<file path="src/rtl/pcne_pkg.sv">
package pcne_pkg;

  localparam int MAX_CELLS_PER_AXIS = 64;
  localparam int POS_W = 32;
  localparam int LEN_W = 31;
  localparam int CFG_CELL_W = 7;
  localparam int IDX_W = 18;
  localparam int ADDR_W = 5;
  localparam int DATA_W = 32;

  typedef enum logic [2:0] {
    REG_SIDE_X    = 3'd0,
    REG_SIDE_Y    = 3'd1,
    REG_SIDE_Z    = 3'd2,
    REG_CELL_SIZE = 3'd3,
    REG_CELLS_X   = 3'd4,
    REG_CELLS_Y   = 3'd5,
    REG_CELLS_Z   = 3'd6,
    REG_NONE      = 3'd7
  } reg_idx_t;

  typedef enum logic [1:0] {
    OFS_DEC  = 2'd0,
    OFS_HOLD = 2'd1,
    OFS_INC  = 2'd2
  } ofs_t;

endpackage

</file>
<file path="src/rtl/pcne_enum.sv">
module pcne_enum #(
  parameter int CW = 7
) (
  input  logic                       clk,
  input  logic                       rst_n,
  input  logic                       v_i,
  input  logic [CW-1:0]              hx_i,
  input  logic [CW-1:0]              hy_i,
  input  logic [CW-1:0]              hz_i,
  input  logic [CW-1:0]              nx_i,
  input  logic [CW-1:0]              ny_i,
  input  logic [CW-1:0]              nz_i,
  input  logic [2*CW-1:0]            nxny_i,
  input  logic [pcne_pkg::IDX_W-1:0] home_i,
  output logic                       en_o,
  output logic                       out_tvalid,
  input  logic                       out_tready,
  output logic [39:0]                out_tdata,
  output logic                       out_tlast
);

  localparam int IW = pcne_pkg::IDX_W;
  localparam int PW = (3 * CW + 2 > IW) ? 3 * CW + 2 : IW;

  logic                 busy_r;
  logic [CW-1:0]        hx_r, hy_r, hz_r;
  logic [2*CW-1:0]      nxny_r;
  logic [IW-1:0]        home_r;
  pcne_pkg::ofs_t       oi_r, oj_r, ok_r;
  pcne_pkg::ofs_t       oi_nxt, oj_nxt, ok_nxt;
  pcne_pkg::ofs_t       lox, loy, loz;

  logic          emit, last_now;
  logic [CW-1:0] cx, cy, cz;
  logic [PW-1:0] nb;

  logic          out_valid_r;
  logic [IW-1:0] out_home_r, out_nb_r;
  logic          out_last_r;

  function automatic logic [CW-1:0] wrap(input logic [CW-1:0] h, input pcne_pkg::ofs_t o,
                                         input logic [CW-1:0] n);
    logic [CW:0] hp;
    hp = {1'b0, h} + 1'b1;
    case (o)
      pcne_pkg::OFS_DEC:  wrap = (h == '0) ? CW'(n - 1'b1) : CW'(h - 1'b1);
      pcne_pkg::OFS_INC:  wrap = (hp == {1'b0, n}) ? '0 : hp[CW-1:0];
      default:            wrap = h;
    endcase
  endfunction

  assign lox = (nx_i > CW'(2)) ? pcne_pkg::OFS_DEC : pcne_pkg::OFS_HOLD;
  assign loy = (ny_i > CW'(2)) ? pcne_pkg::OFS_DEC : pcne_pkg::OFS_HOLD;
  assign loz = (nz_i > CW'(2)) ? pcne_pkg::OFS_DEC : pcne_pkg::OFS_HOLD;

  assign emit     = busy_r && (!out_valid_r || out_tready);
  assign last_now = (oi_r == pcne_pkg::OFS_INC) && (oj_r == pcne_pkg::OFS_INC)
                    && (ok_r == pcne_pkg::OFS_INC);
  assign en_o     = !busy_r || (emit && last_now);

  assign cx = wrap(hx_r, oi_r, nx_i);
  assign cy = wrap(hy_r, oj_r, ny_i);
  assign cz = wrap(hz_r, ok_r, nz_i);
  assign nb = PW'(cx) + PW'(cy) * PW'(nx_i) + PW'(cz) * PW'(nxny_r);

  always_comb begin
    oi_nxt = oi_r;
    oj_nxt = oj_r;
    ok_nxt = ok_r;
    if (en_o) begin
      oi_nxt = lox;
      oj_nxt = loy;
      ok_nxt = loz;
    end else if (emit) begin
      if (ok_r == pcne_pkg::OFS_INC) begin
        ok_nxt = loz;
        if (oj_r == pcne_pkg::OFS_INC) begin
          oj_nxt = loy;
          oi_nxt = pcne_pkg::ofs_t'(oi_r + 2'd1);
        end else begin
          oj_nxt = pcne_pkg::ofs_t'(oj_r + 2'd1);
        end
      end else begin
        ok_nxt = pcne_pkg::ofs_t'(ok_r + 2'd1);
      end
    end
  end

  always_ff @(posedge clk) begin
    if (!rst_n) begin
      busy_r      <= 1'b0;
      out_valid_r <= 1'b0;
      oi_r        <= pcne_pkg::OFS_HOLD;
      oj_r        <= pcne_pkg::OFS_HOLD;
      ok_r        <= pcne_pkg::OFS_HOLD;
    end else begin
      if (en_o) begin
        busy_r <= v_i;
      end
      oi_r <= oi_nxt;
      oj_r <= oj_nxt;
      ok_r <= ok_nxt;
      if (emit) begin
        out_valid_r <= 1'b1;
      end else if (out_tready) begin
        out_valid_r <= 1'b0;
      end
    end
  end

  always_ff @(posedge clk) begin
    if (en_o) begin
      hx_r   <= hx_i;
      hy_r   <= hy_i;
      hz_r   <= hz_i;
      nxny_r <= nxny_i;
      home_r <= home_i;
    end
    if (emit) begin
      out_home_r <= home_r;
      out_nb_r   <= nb[IW-1:0];
      out_last_r <= last_now;
    end
  end

  assign out_tvalid = out_valid_r;
  assign out_tdata  = {4'b0, out_nb_r, out_home_r};
  assign out_tlast  = out_last_r;

endmodule

</file>
<file path="config.mk">
export PLATFORM = sky130hd
export DESIGN_NAME = pcne_enum
export DESIGN_NICKNAME = d
export VERILOG_FILES = /design/src/rtl/pcne_pkg.sv /design/src/rtl/pcne_enum.sv
export SDC_FILE = /design/constraint.sdc
export NUM_CORES = 1
export LEC_CHECK = 0
export CAP_MARGIN = 10
export CORE_UTILIZATION = 60
export CTS_CLUSTER_SIZE = 16
export DETAILED_ROUTE_END_ITERATION = 7
export DONT_BUFFER_PORTS = 1
export PLACE_DENSITY_LB_ADDON = 0.12
export RECOVER_POWER = 50
export SLEW_MARGIN = 25
export SYNTH_ARGS = -nofsm -noshare
export SYNTH_HDL_FRONTEND = slang
export SYNTH_SLANG_ARGS = --single-unit
export TNS_END_PERCENT = 5
</file>
<file path="constraint.sdc">
create_clock -name clk -period 8.2 [get_ports clk]
set_input_delay 1.64 -clock clk [delete_from_list [all_inputs] [get_ports clk]]
set_output_delay 1.64 -clock clk [all_outputs]
set_load 0.01 [all_outputs]
</file>
* Yosys cells after proc, flatten, opt, wreduce, memory -nomap -nowiden
Cells that the tools add are included.
** Word-level totals
- Bits in registers :: 98
- Bits in latches :: 0
- Memory bits (writable) :: 0
- Bits in read-only memories :: 0
- Bits of input ports :: 78
- Output and inout bits :: 43
- Logic and storage cells :: 83
- Memories :: 0
** Cells by class
- Add/subtract/negate cells :: 14
- Multiply operators :: 2
- Divide/modulo/power cells :: 0
- Order comparisons :: 3
- Equal/unequal tests :: 6
- Shift-type cells :: 0
- Muxes and demuxes :: 25
- Bitwise operators :: 0
- Reductions and logical operators :: 20
** Operators by type and width (count)
- two-way mux 7 bit :: 6
- case mux 7 bit (2 select lines) :: 3
- subtractor 7 x 1 -> 7 bit, second input constant :: 6
- adder 7 x 1 -> 8 bit, second input constant :: 3
- equality test 8 x 7 -> 1 bit :: 3
- two-way mux 2 bit :: 11
- greater-than comparator 7 x 2 -> 1 bit, second input constant :: 3
- logical NOT 7 bit :: 3
- adder 15 x 18 -> 18 bit :: 1
- multiplier 7 x 14 -> 18 bit :: 1
- adder 7 x 14 -> 15 bit :: 1
- multiplier 7 x 7 -> 14 bit :: 1
- nonzero test 2 bit :: 4
- adder 2 x 1 -> 2 bit, second input constant :: 3
- equality test 2 bit, second input constant :: 3
- logical NOT 2 bit :: 3
- two-way mux 1 bit :: 5
- logical AND 1 bit :: 4
- AND reduction 3 bit :: 1
- logical NOT 1 bit :: 2
- logical OR 1 bit :: 2
- AND reduction 2 bit :: 1

* Longest topological paths before layout
Gate-level depths: netlist (run 1).
- Word-level depth :: 7
- Gate-level depth with buffers :: 34
- Mapped depth without buffers :: 33

* Worst setup path after synthesis (run 1)
OpenSTA, ideal clock, no wires.
- Path type :: input-to-reg
- Start :: in nz_i[2]
- End :: reg out_nb_r[17] (data pin)
- Setup time :: 0.268 ns
- Arrival :: 8.242 ns
- Required time :: 7.932 ns
- Path slack :: -0.310 ns
- Stages :: 30
- Path buffers :: 2
- Path through :: clkbuf_1 nor2b_1 o21ai_0 o21ai_0 o2111ai_1 o21ai_2 nor2b_1 o21ai_0 o21ai_1 buf_2 and2_1 fa_1 inv_1 fa_1 inv_1 fa_1 fa_1 fa_1 inv_1 fa_1 inv_1 ha_1 or2_2 a21oi_1 a31oi_1 a21oi_1 nor2b_1 o21a_1 o41a_1 xnor3_1
** Between the ends
- Longest elaborated chain between the ends :: 5
- Elaborated cells on any way between the ends :: 7
- Classes of those cells :: add/sub (2); mul (1); eq/ne (1); mux (3)
** Ends and longest elaborated chain
- start: declaration :: RTL line pcne_enum.sv:12 : input logic [CW-1:0] nz_i,
- subtractor 7 x 1 -> 7 bit / equality test 8 x 7 -> 1 bit (equally long branches) :: RTL line pcne_enum.sv:46, pcne_enum.sv:47
- two-way mux 7 bit (on tied branches) :: RTL line pcne_enum.sv:46, pcne_enum.sv:47
- case mux 7 bit (2 select lines) * :: RTL line pcne_enum.sv:45 : case (o)
- multiplier 7 x 14 -> 18 bit * :: RTL line pcne_enum.sv:64 : assign nb = PW'(cx) + PW'(cy) * PW'(nx_i) + PW'(cz) * PW'(nxny_r);
- adder 15 x 18 -> 18 bit * :: RTL line pcne_enum.sv:64
- via nb[17] :: RTL line pcne_enum.sv:35 : logic [PW-1:0] nb;
- end signal: assignment :: RTL line pcne_enum.sv:121 : out_nb_r <= nb[IW-1:0];
- end: declaration :: RTL line pcne_enum.sv:38 : logic [IW-1:0] out_home_r, out_nb_r;
Mark *: on every way through the listed nets, which the timed path passes. The rest lies on a longest branch.
A chain may end at the register's enable or synchronous reset.

* Worst setup path after layout (run 1)
- Start :: in nz_i[3]
- End :: reg out_nb_r[17] (data pin)
Same word-level chain as after synthesis.

==> results.md, run 1 <==
* Outcome: finished clean
* HPWL after DPL at 17,600 um
* Maximum clock insertion buffer count at 2
* Final Wtd Congestion at 0.916
* Setup repair after global routing missed its margin: yes
* WP data arrival at 8150 ps
* Number of buffers created by CTS at 9
* Proportion of synthesized area in mux cells at under 10%
* Final Setup Violations at 0
* Ratio of cells with drive above 1 in the final layout at roughly 15%
* Post-synth EDFFs at 90
* Maximum number of pins on one net before global-route repair at 54
* Fraction of the mapped netlist area in compound gates at 8.18%
* Root Driver: clkbuf_16
* Worst reg-to-reg setup slack at approximately 280 ps
* Cell types occupying the most area after synthesis: edfxtp_1, fa_1, ha_1, inv_1, and2_1
* Detailed-routing wirelength on met1 at 9430 um
* Crit path time final at 8040 ps
* Number of pins exceeding their max-slew limit in the final report at 0
* Post-synthesis adder-cell area fraction at between 30% and 40%
* Max-cap check violation count at 0
* Biggest cell delay along the critical path at 510 ps
* Post-synthesis simple-gate area fraction at between 15 and 20%
* IO buf count at 0
* Area delta synth->final at 12.2%
* Nature of the critical path startpoint: input port
* Detailed-router iteration count before antenna repair at 5
* XOR/XNOR Fraction of Synth Area at under 10%
* Number of nets still failing antenna checks after routing at 0
* Clk_lat worst skew at roughly 360 ps
* Number of synthesis warnings at 0
* First-pass GRT wire length at roughly 36,000 um
* Termination of the worst setup path: out_nb_r[17]$_DFFE_PP_
* Commonest cells in the synthesized netlist: inv_1, fa_1, edfxtp_1
* Met3 routed wirelength at about 870 um
* Required time reported for the critical path endpoint at 8310 ps
* Unique cell type count in the Yosys netlist at a little under 80
* Post-DP Area at about 11,000 sq um
* CTS tree: yes
* Average wire length per cell after detail routing at approximately 17 um
* Netlist Area Pre-Place at around 10,000 sq um
* Dominant combinational cell family by area after synthesis: adder cells
* Aggregate routed wire length at 22,200 um
* Most frequent cell on the critical path: fa_1
* Worst setup startpoint: nz_i[3]
* Count of unresolved DRC violations after routing at 0
* Mapped Cells at about 1,000
* Final total negative setup slack at 0 ps
* Critical path capture point type: flop
* Number of storage elements in the synthesis netlist at 98
* Mean instance size in the synthesized netlist at 9.86 sq um
* Cell Count Post-Placement at approximately 1,300
* Worst path slowest cell: fa_1
* Reg-to-Reg End: out_nb_r[17]$_DFFE_PP_
* Class of the most critical hold timing path: flop to flop
* Fmax achieved at between 100 and 150 MHz
* Top routing layer in use: met4
* Worst setup path class: input port to flop
* Y dimension of the die at 133 um
* Number of nets in the layout at around 1,400
* Area of the core at around 17,000 sq um
* Async set or reset register ratio after synthesis at 0%
* Cell depth of the worst flop-to-flop path at 31
* Peak fanout along the critical path at 6
* Total number of H-tree levels at 3
* Most instantiated library cell after synthesis: inv_1
* Number of buffers inserted for hold repair after clock tree synthesis at 0
* Synth top area share at 26.1%
* Vias post-DR at about 7,300
* Met2 wire length at 11,400 um
* Filler cell count in the final layout at around 1,300
* Clk slew on worst S/H paths at 80 ps
* Overall die area at roughly 18,000 sq um
* Final count of hold timing violations at 0
* Count of routing violations after the opening detailed-route iteration at ~260
* Area leader, netlist: edfxtp_1
* Sinks on the clock net at 98
* Sequential element share of the synthesized area at 27.7%
* Row Count at 47
* Overall routing resource usage at about a quarter
* Actual transition at the worst max-transition pin at about 1400 ps
* Headroom to the max-slew limit at 3.51%
* Primary FF master, synth: edfxtp_1
* Post-route design area at 11,600 sq um
* Final critical-path share of the clock period at a little over nine tenths
* Number of vias per cell at approximately 5.5
* Antenna violations before repair at 0
* Effective utilization at floorplan at 61.9%
* Final cell count without fillers at around 1,300
* Number of top-level pins at between 100 and 150
* Final core utilization at between 60% and 70%
* Congestion Overflow GR at 0
* Die width at 133 um
* Source of the worst register-to-register timing path: hy_r[1]$_DFFE_PN_
* Number of antenna repair diodes at 0
* Worst clock skew at approximately 12 ps
* Number of global-route vias before repair at ~7,500
placed cells by master (no fill, tap or decap), drive strengths merged, types with 13 or more instances in the layout:
| cell type | instances |
|---|---|
| inv | 204 |
| xor2 | 21 |
| and2 | 78 |
| ha | 86 |
| edfxtp | 90 |
| nand2 | 69 |
| nor3 | 16 |
| xnor2 | 36 |
| fa | 109 |
| nor2b | 27 |
| buf | 74 |
| nor2 | 51 |
| a21oi | 40 |
| o21ai | 34 |
| clkbuf | 13 |
critical path: cells and delay by family:
kind            cells  cell delay [ps]
compound gates     10             1760
simple gates        4              560
buf+inv             6              540
xor+xnor            3              480
fa+ha+maj           7             3160
per-layer routing:
layer  vias up  global-route usage [%]
li1       3486                       -
met1      3657                    32.3
met2       143                    46.6
met3        26                    4.34
met4         0                    7.70
met5         -                       0
kinds of logic (layout without fill, tap and decap cells):
| group | count (synthesis) | in the layout |
|---|---|---|
| AOI/OAI and AO/OA | 127 | 127 |
| xor gates and xnor gates | 59 | 59 |
| adders and majority gates | 195 | 195 |
| buffers and inverters | 245 | 296 |
| DFF | 98 | 98 |
| muxes | 15 | 15 |
| other | 1 | 4 |
| and+or+nand+nor | 309 | 309 |
flip-flops by register name (all words and copies together) (netlist names), 7 cells and up:
signal / flops
home_r: 18
hx_r: 7
hy_r: 7
hz_r: 7
nxny_r: 14
out_home_r: 18
out_nb_r: 18
area by class of cell:
class / count / area [sq um] / share of cell area, %
multi-input combinational: 709 / 6800 / 58.6
sequential: 98 / 2860 / 24.7
inverter: 202 / 758 / 6.53
timing repair buffer: 78 / 602 / 5.19
tap: 220 / 275 / 2.37
clock buffer: 9 / 225 / 1.94
clock inverter: 7 / 81.3 / 0.701
repair_timing:
action,4_1_cts,5_1_grt
hold endpoints to repair,0,0
endpoints found under the setup margin,0,4
resized for setup,0,39
buffers inserted,0,11
worst min-delay path by stage:
stage	startpoint	end	slack, ps	depth (start not counted)
after floorplan	home_r[0]$_DFFE_PN_	out_home_r[0]$_DFFE_PP_	400	0
after global placement	home_r[11]$_DFFE_PN_	out_home_r[11]$_DFFE_PP_	400	0
after detailed placement	home_r[2]$_DFFE_PN_	out_home_r[2]$_DFFE_PP_	400	0
after CTS	home_r[0]$_DFFE_PN_	out_home_r[0]$_DFFE_PP_	420	0
after global routing	home_r[13]$_DFFE_PN_	out_home_r[13]$_DFFE_PP_	430	0
final	home_r[13]$_DFFE_PN_	out_home_r[13]$_DFFE_PP_	410	0
stage by stage:
stage	setup slack [ps]	hold WS, ps
after floorplan	20.3	400
after global placement	-56.0	400
after detailed placement	-184	405
after CTS	63.8	416
after global routing	-72.0	427
final	160	410
Power of run 1 is left out: the tool's default activity adds up to more than one toggle a clock period on the data nets, which glitch-free logic cannot reach.
==> inputs of run 2 (changes only) <==
--- a/config.mk
+++ b/config.mk
@@ -6,7 +6,7 @@
 export NUM_CORES = 1
 export LEC_CHECK = 0
 export CAP_MARGIN = 10
-export CORE_UTILIZATION = 60
+export CORE_UTILIZATION = 40
 export CTS_CLUSTER_SIZE = 16
 export DETAILED_ROUTE_END_ITERATION = 7
 export DONT_BUFFER_PORTS = 1
==> results.md, run 2 (same netlist as run 1, synthesis figures left out) <==
* Outcome: complete, but fails checks
* Violations in the final reports: capacitance limit, slew limit
* Number of nets still failing antenna checks after routing at 0
* Area delta synth->final at 16.1%
* Detailed-router iteration count before antenna repair at 4
* Storage cell area at ~2900 sq um
* Worst setup path class: input port to flop
* Number of antenna repair diodes at 0
* Root Driver: clkbuf_16
* Number of vias per cell at between 4 and 5
* Total number of H-tree levels at 3
* Source of the worst register-to-register timing path: hy_r[1]$_DFFE_PN_
* Post-route design area at between 10,000 and 15,000 sq um
* CTS tree: yes
* Crit path time final at approximately 8000 ps
* Most frequent cell on the critical path: fa_1
* Number of pins exceeding their max-slew limit in the final report at 38
* Start point of the worst min-delay path: home_r[16]$_DFFE_PN_
* Overall die area at 26,500 sq um
* Clk_lat worst skew at roughly 360 ps
* Nature of the critical path startpoint: input port
* Max-cap check violation count at 1
* Final critical-path share of the clock period at a little over nine tenths
* Antenna violations before repair at 0
* First-pass GRT wire length at 38,400 um
* Final Setup Violations at 0
* Worst setup startpoint: nz_i[3]
* Congestion Overflow GR at 0
* Fmax achieved at 125 MHz
* Area of the core at around 25,000 sq um
* Commonest cells after routing, fill and taps aside: inv_1, fa_1, edfxtp_1, buf_4, ha_1
* Vias post-DR at about 7,200
* Final total negative setup slack at 0 ps
* Overall routing resource usage at 18.7%
* Post-DP Area at ~11,000 sq um
* Depth of the worst hold-timing path at 0
* Minimum hold slack at roughly 420 ps
* Critical path capture point type: flop
* Ratio of cells with drive above 1 in the final layout at 18.3%
* Final core utilization at a little under half
* Maximum clock insertion buffer count at 2
* Registers with the most flip-flops: home_r (18), out_home_r (18), out_nb_r (18)
* Aggregate routed wire length at ~24,000 um
* Setup repair after global routing missed its margin: yes
* Required time reported for the critical path endpoint at between 8000 and 9000 ps
* Number of nets in the layout at 1,390
* HPWL after DPL at 18,700 um
* Peak fanout along the critical path at 8
* Filler cell count in the final layout at around 2,400
* Y dimension of the die at roughly 160 um
* Number of top-level pins at 121
* Final count of hold timing violations at 0
* Class of the most critical hold timing path: flop to flop
* Row Count at 58
* Biggest cell delay along the critical path at ~530 ps
* Maximum number of pins on one net before global-route repair at 54
* Final Wtd Congestion at 0.875
* Actual transition at the worst max-transition pin at about 2300 ps
* Combined area of the multi-input logic cells at between 6000 and 7000 sq um
* IO buf count at 0
* Sinks on the clock net at 98
* Clk slew on worst S/H paths at approximately 70 ps
* Worst path slowest cell: fa_1
* Number of buffers inserted for hold repair after clock tree synthesis at 0
* Effective utilization at floorplan at between 40% and 50%
* Count of routing violations after the opening detailed-route iteration at ~300
* Leading cell type in the layout, fill and taps excluded: inv_1
* Headroom to the max-slew limit at -52.4%
* WP data arrival at between 8000 and 9000 ps
* Number of buffers created by CTS at 9
* Die width at about 160 um
* Count of unresolved DRC violations after routing at 0
* Average wire length per cell after detail routing at 16.4 um
* Cell depth of the worst flop-to-flop path at 29
* Worst clock skew at ~17 ps
* Number of global-route vias before repair at approximately 7,500
## run 2: cell types whose count changed in the layout (fill, tap and decap cells not counted), moves of 3 or more
cell	delta
buf_4	+18
and2_1	-8
and2_4	+8
buf_6	+4
nor2_1	-3
o21ai_2	-3
o21ai_4	+3
## run 2: timing repair
action,4_1_cts,5_1_grt
endpoints found under the setup margin,1,6
buffers inserted,0,16
cloned,0,1
resized for setup,1,65
pin swaps,0,51
## run 2: area by class of cell
class	instances	area share, %
clock buffers	9	1.88
clock inverters	7	0.708
inverters	202	6.31
multi-input cells	710	57.6
flip-flops and latches	98	23.8
well taps	330	3.44
repair buffers	96	6.19
## run 2: final timing paths
kind	to	slack [ps]
setup / recovery	out_nb_r[17]$_DFFE_PP_	190
hold / removal	out_home_r[16]$_DFFE_PP_	420
setup reg to reg	out_nb_r[17]$_DFFE_PP_	370
hold reg to reg	out_home_r[16]$_DFFE_PP_	420
## run 2: per-layer routing
layer	GRT usage, %	share of wire [%]
met2	33.0	51
met4	4.55	1.2
met1	24.0	45
met5	0	0
met3	2.52	2.9
## run 2: worst max-delay path: cells and delay by family
| family | cells | cell delay (ps) |
|---|---|---|
| buf+inv | 5 | 350 |
| xor+xnor | 3 | 440 |
| fa+ha+maj | 7 | 3250 |
| compound gates | 10 | 1840 |
| simple gates | 4 | 590 |
## run 2: per-stage QoR
step | instances | setup WS, ps
6_report | 1452 | 185
4_1_cts | 1435 | 17.7
2_1_floorplan | 1052 | 20.3
5_1_grt | 1452 | -52.3
3_5_place_dp | 1419 | -387
3_3_place_gp | 1419 | -369
Power of run 2 is left out for the same reason.
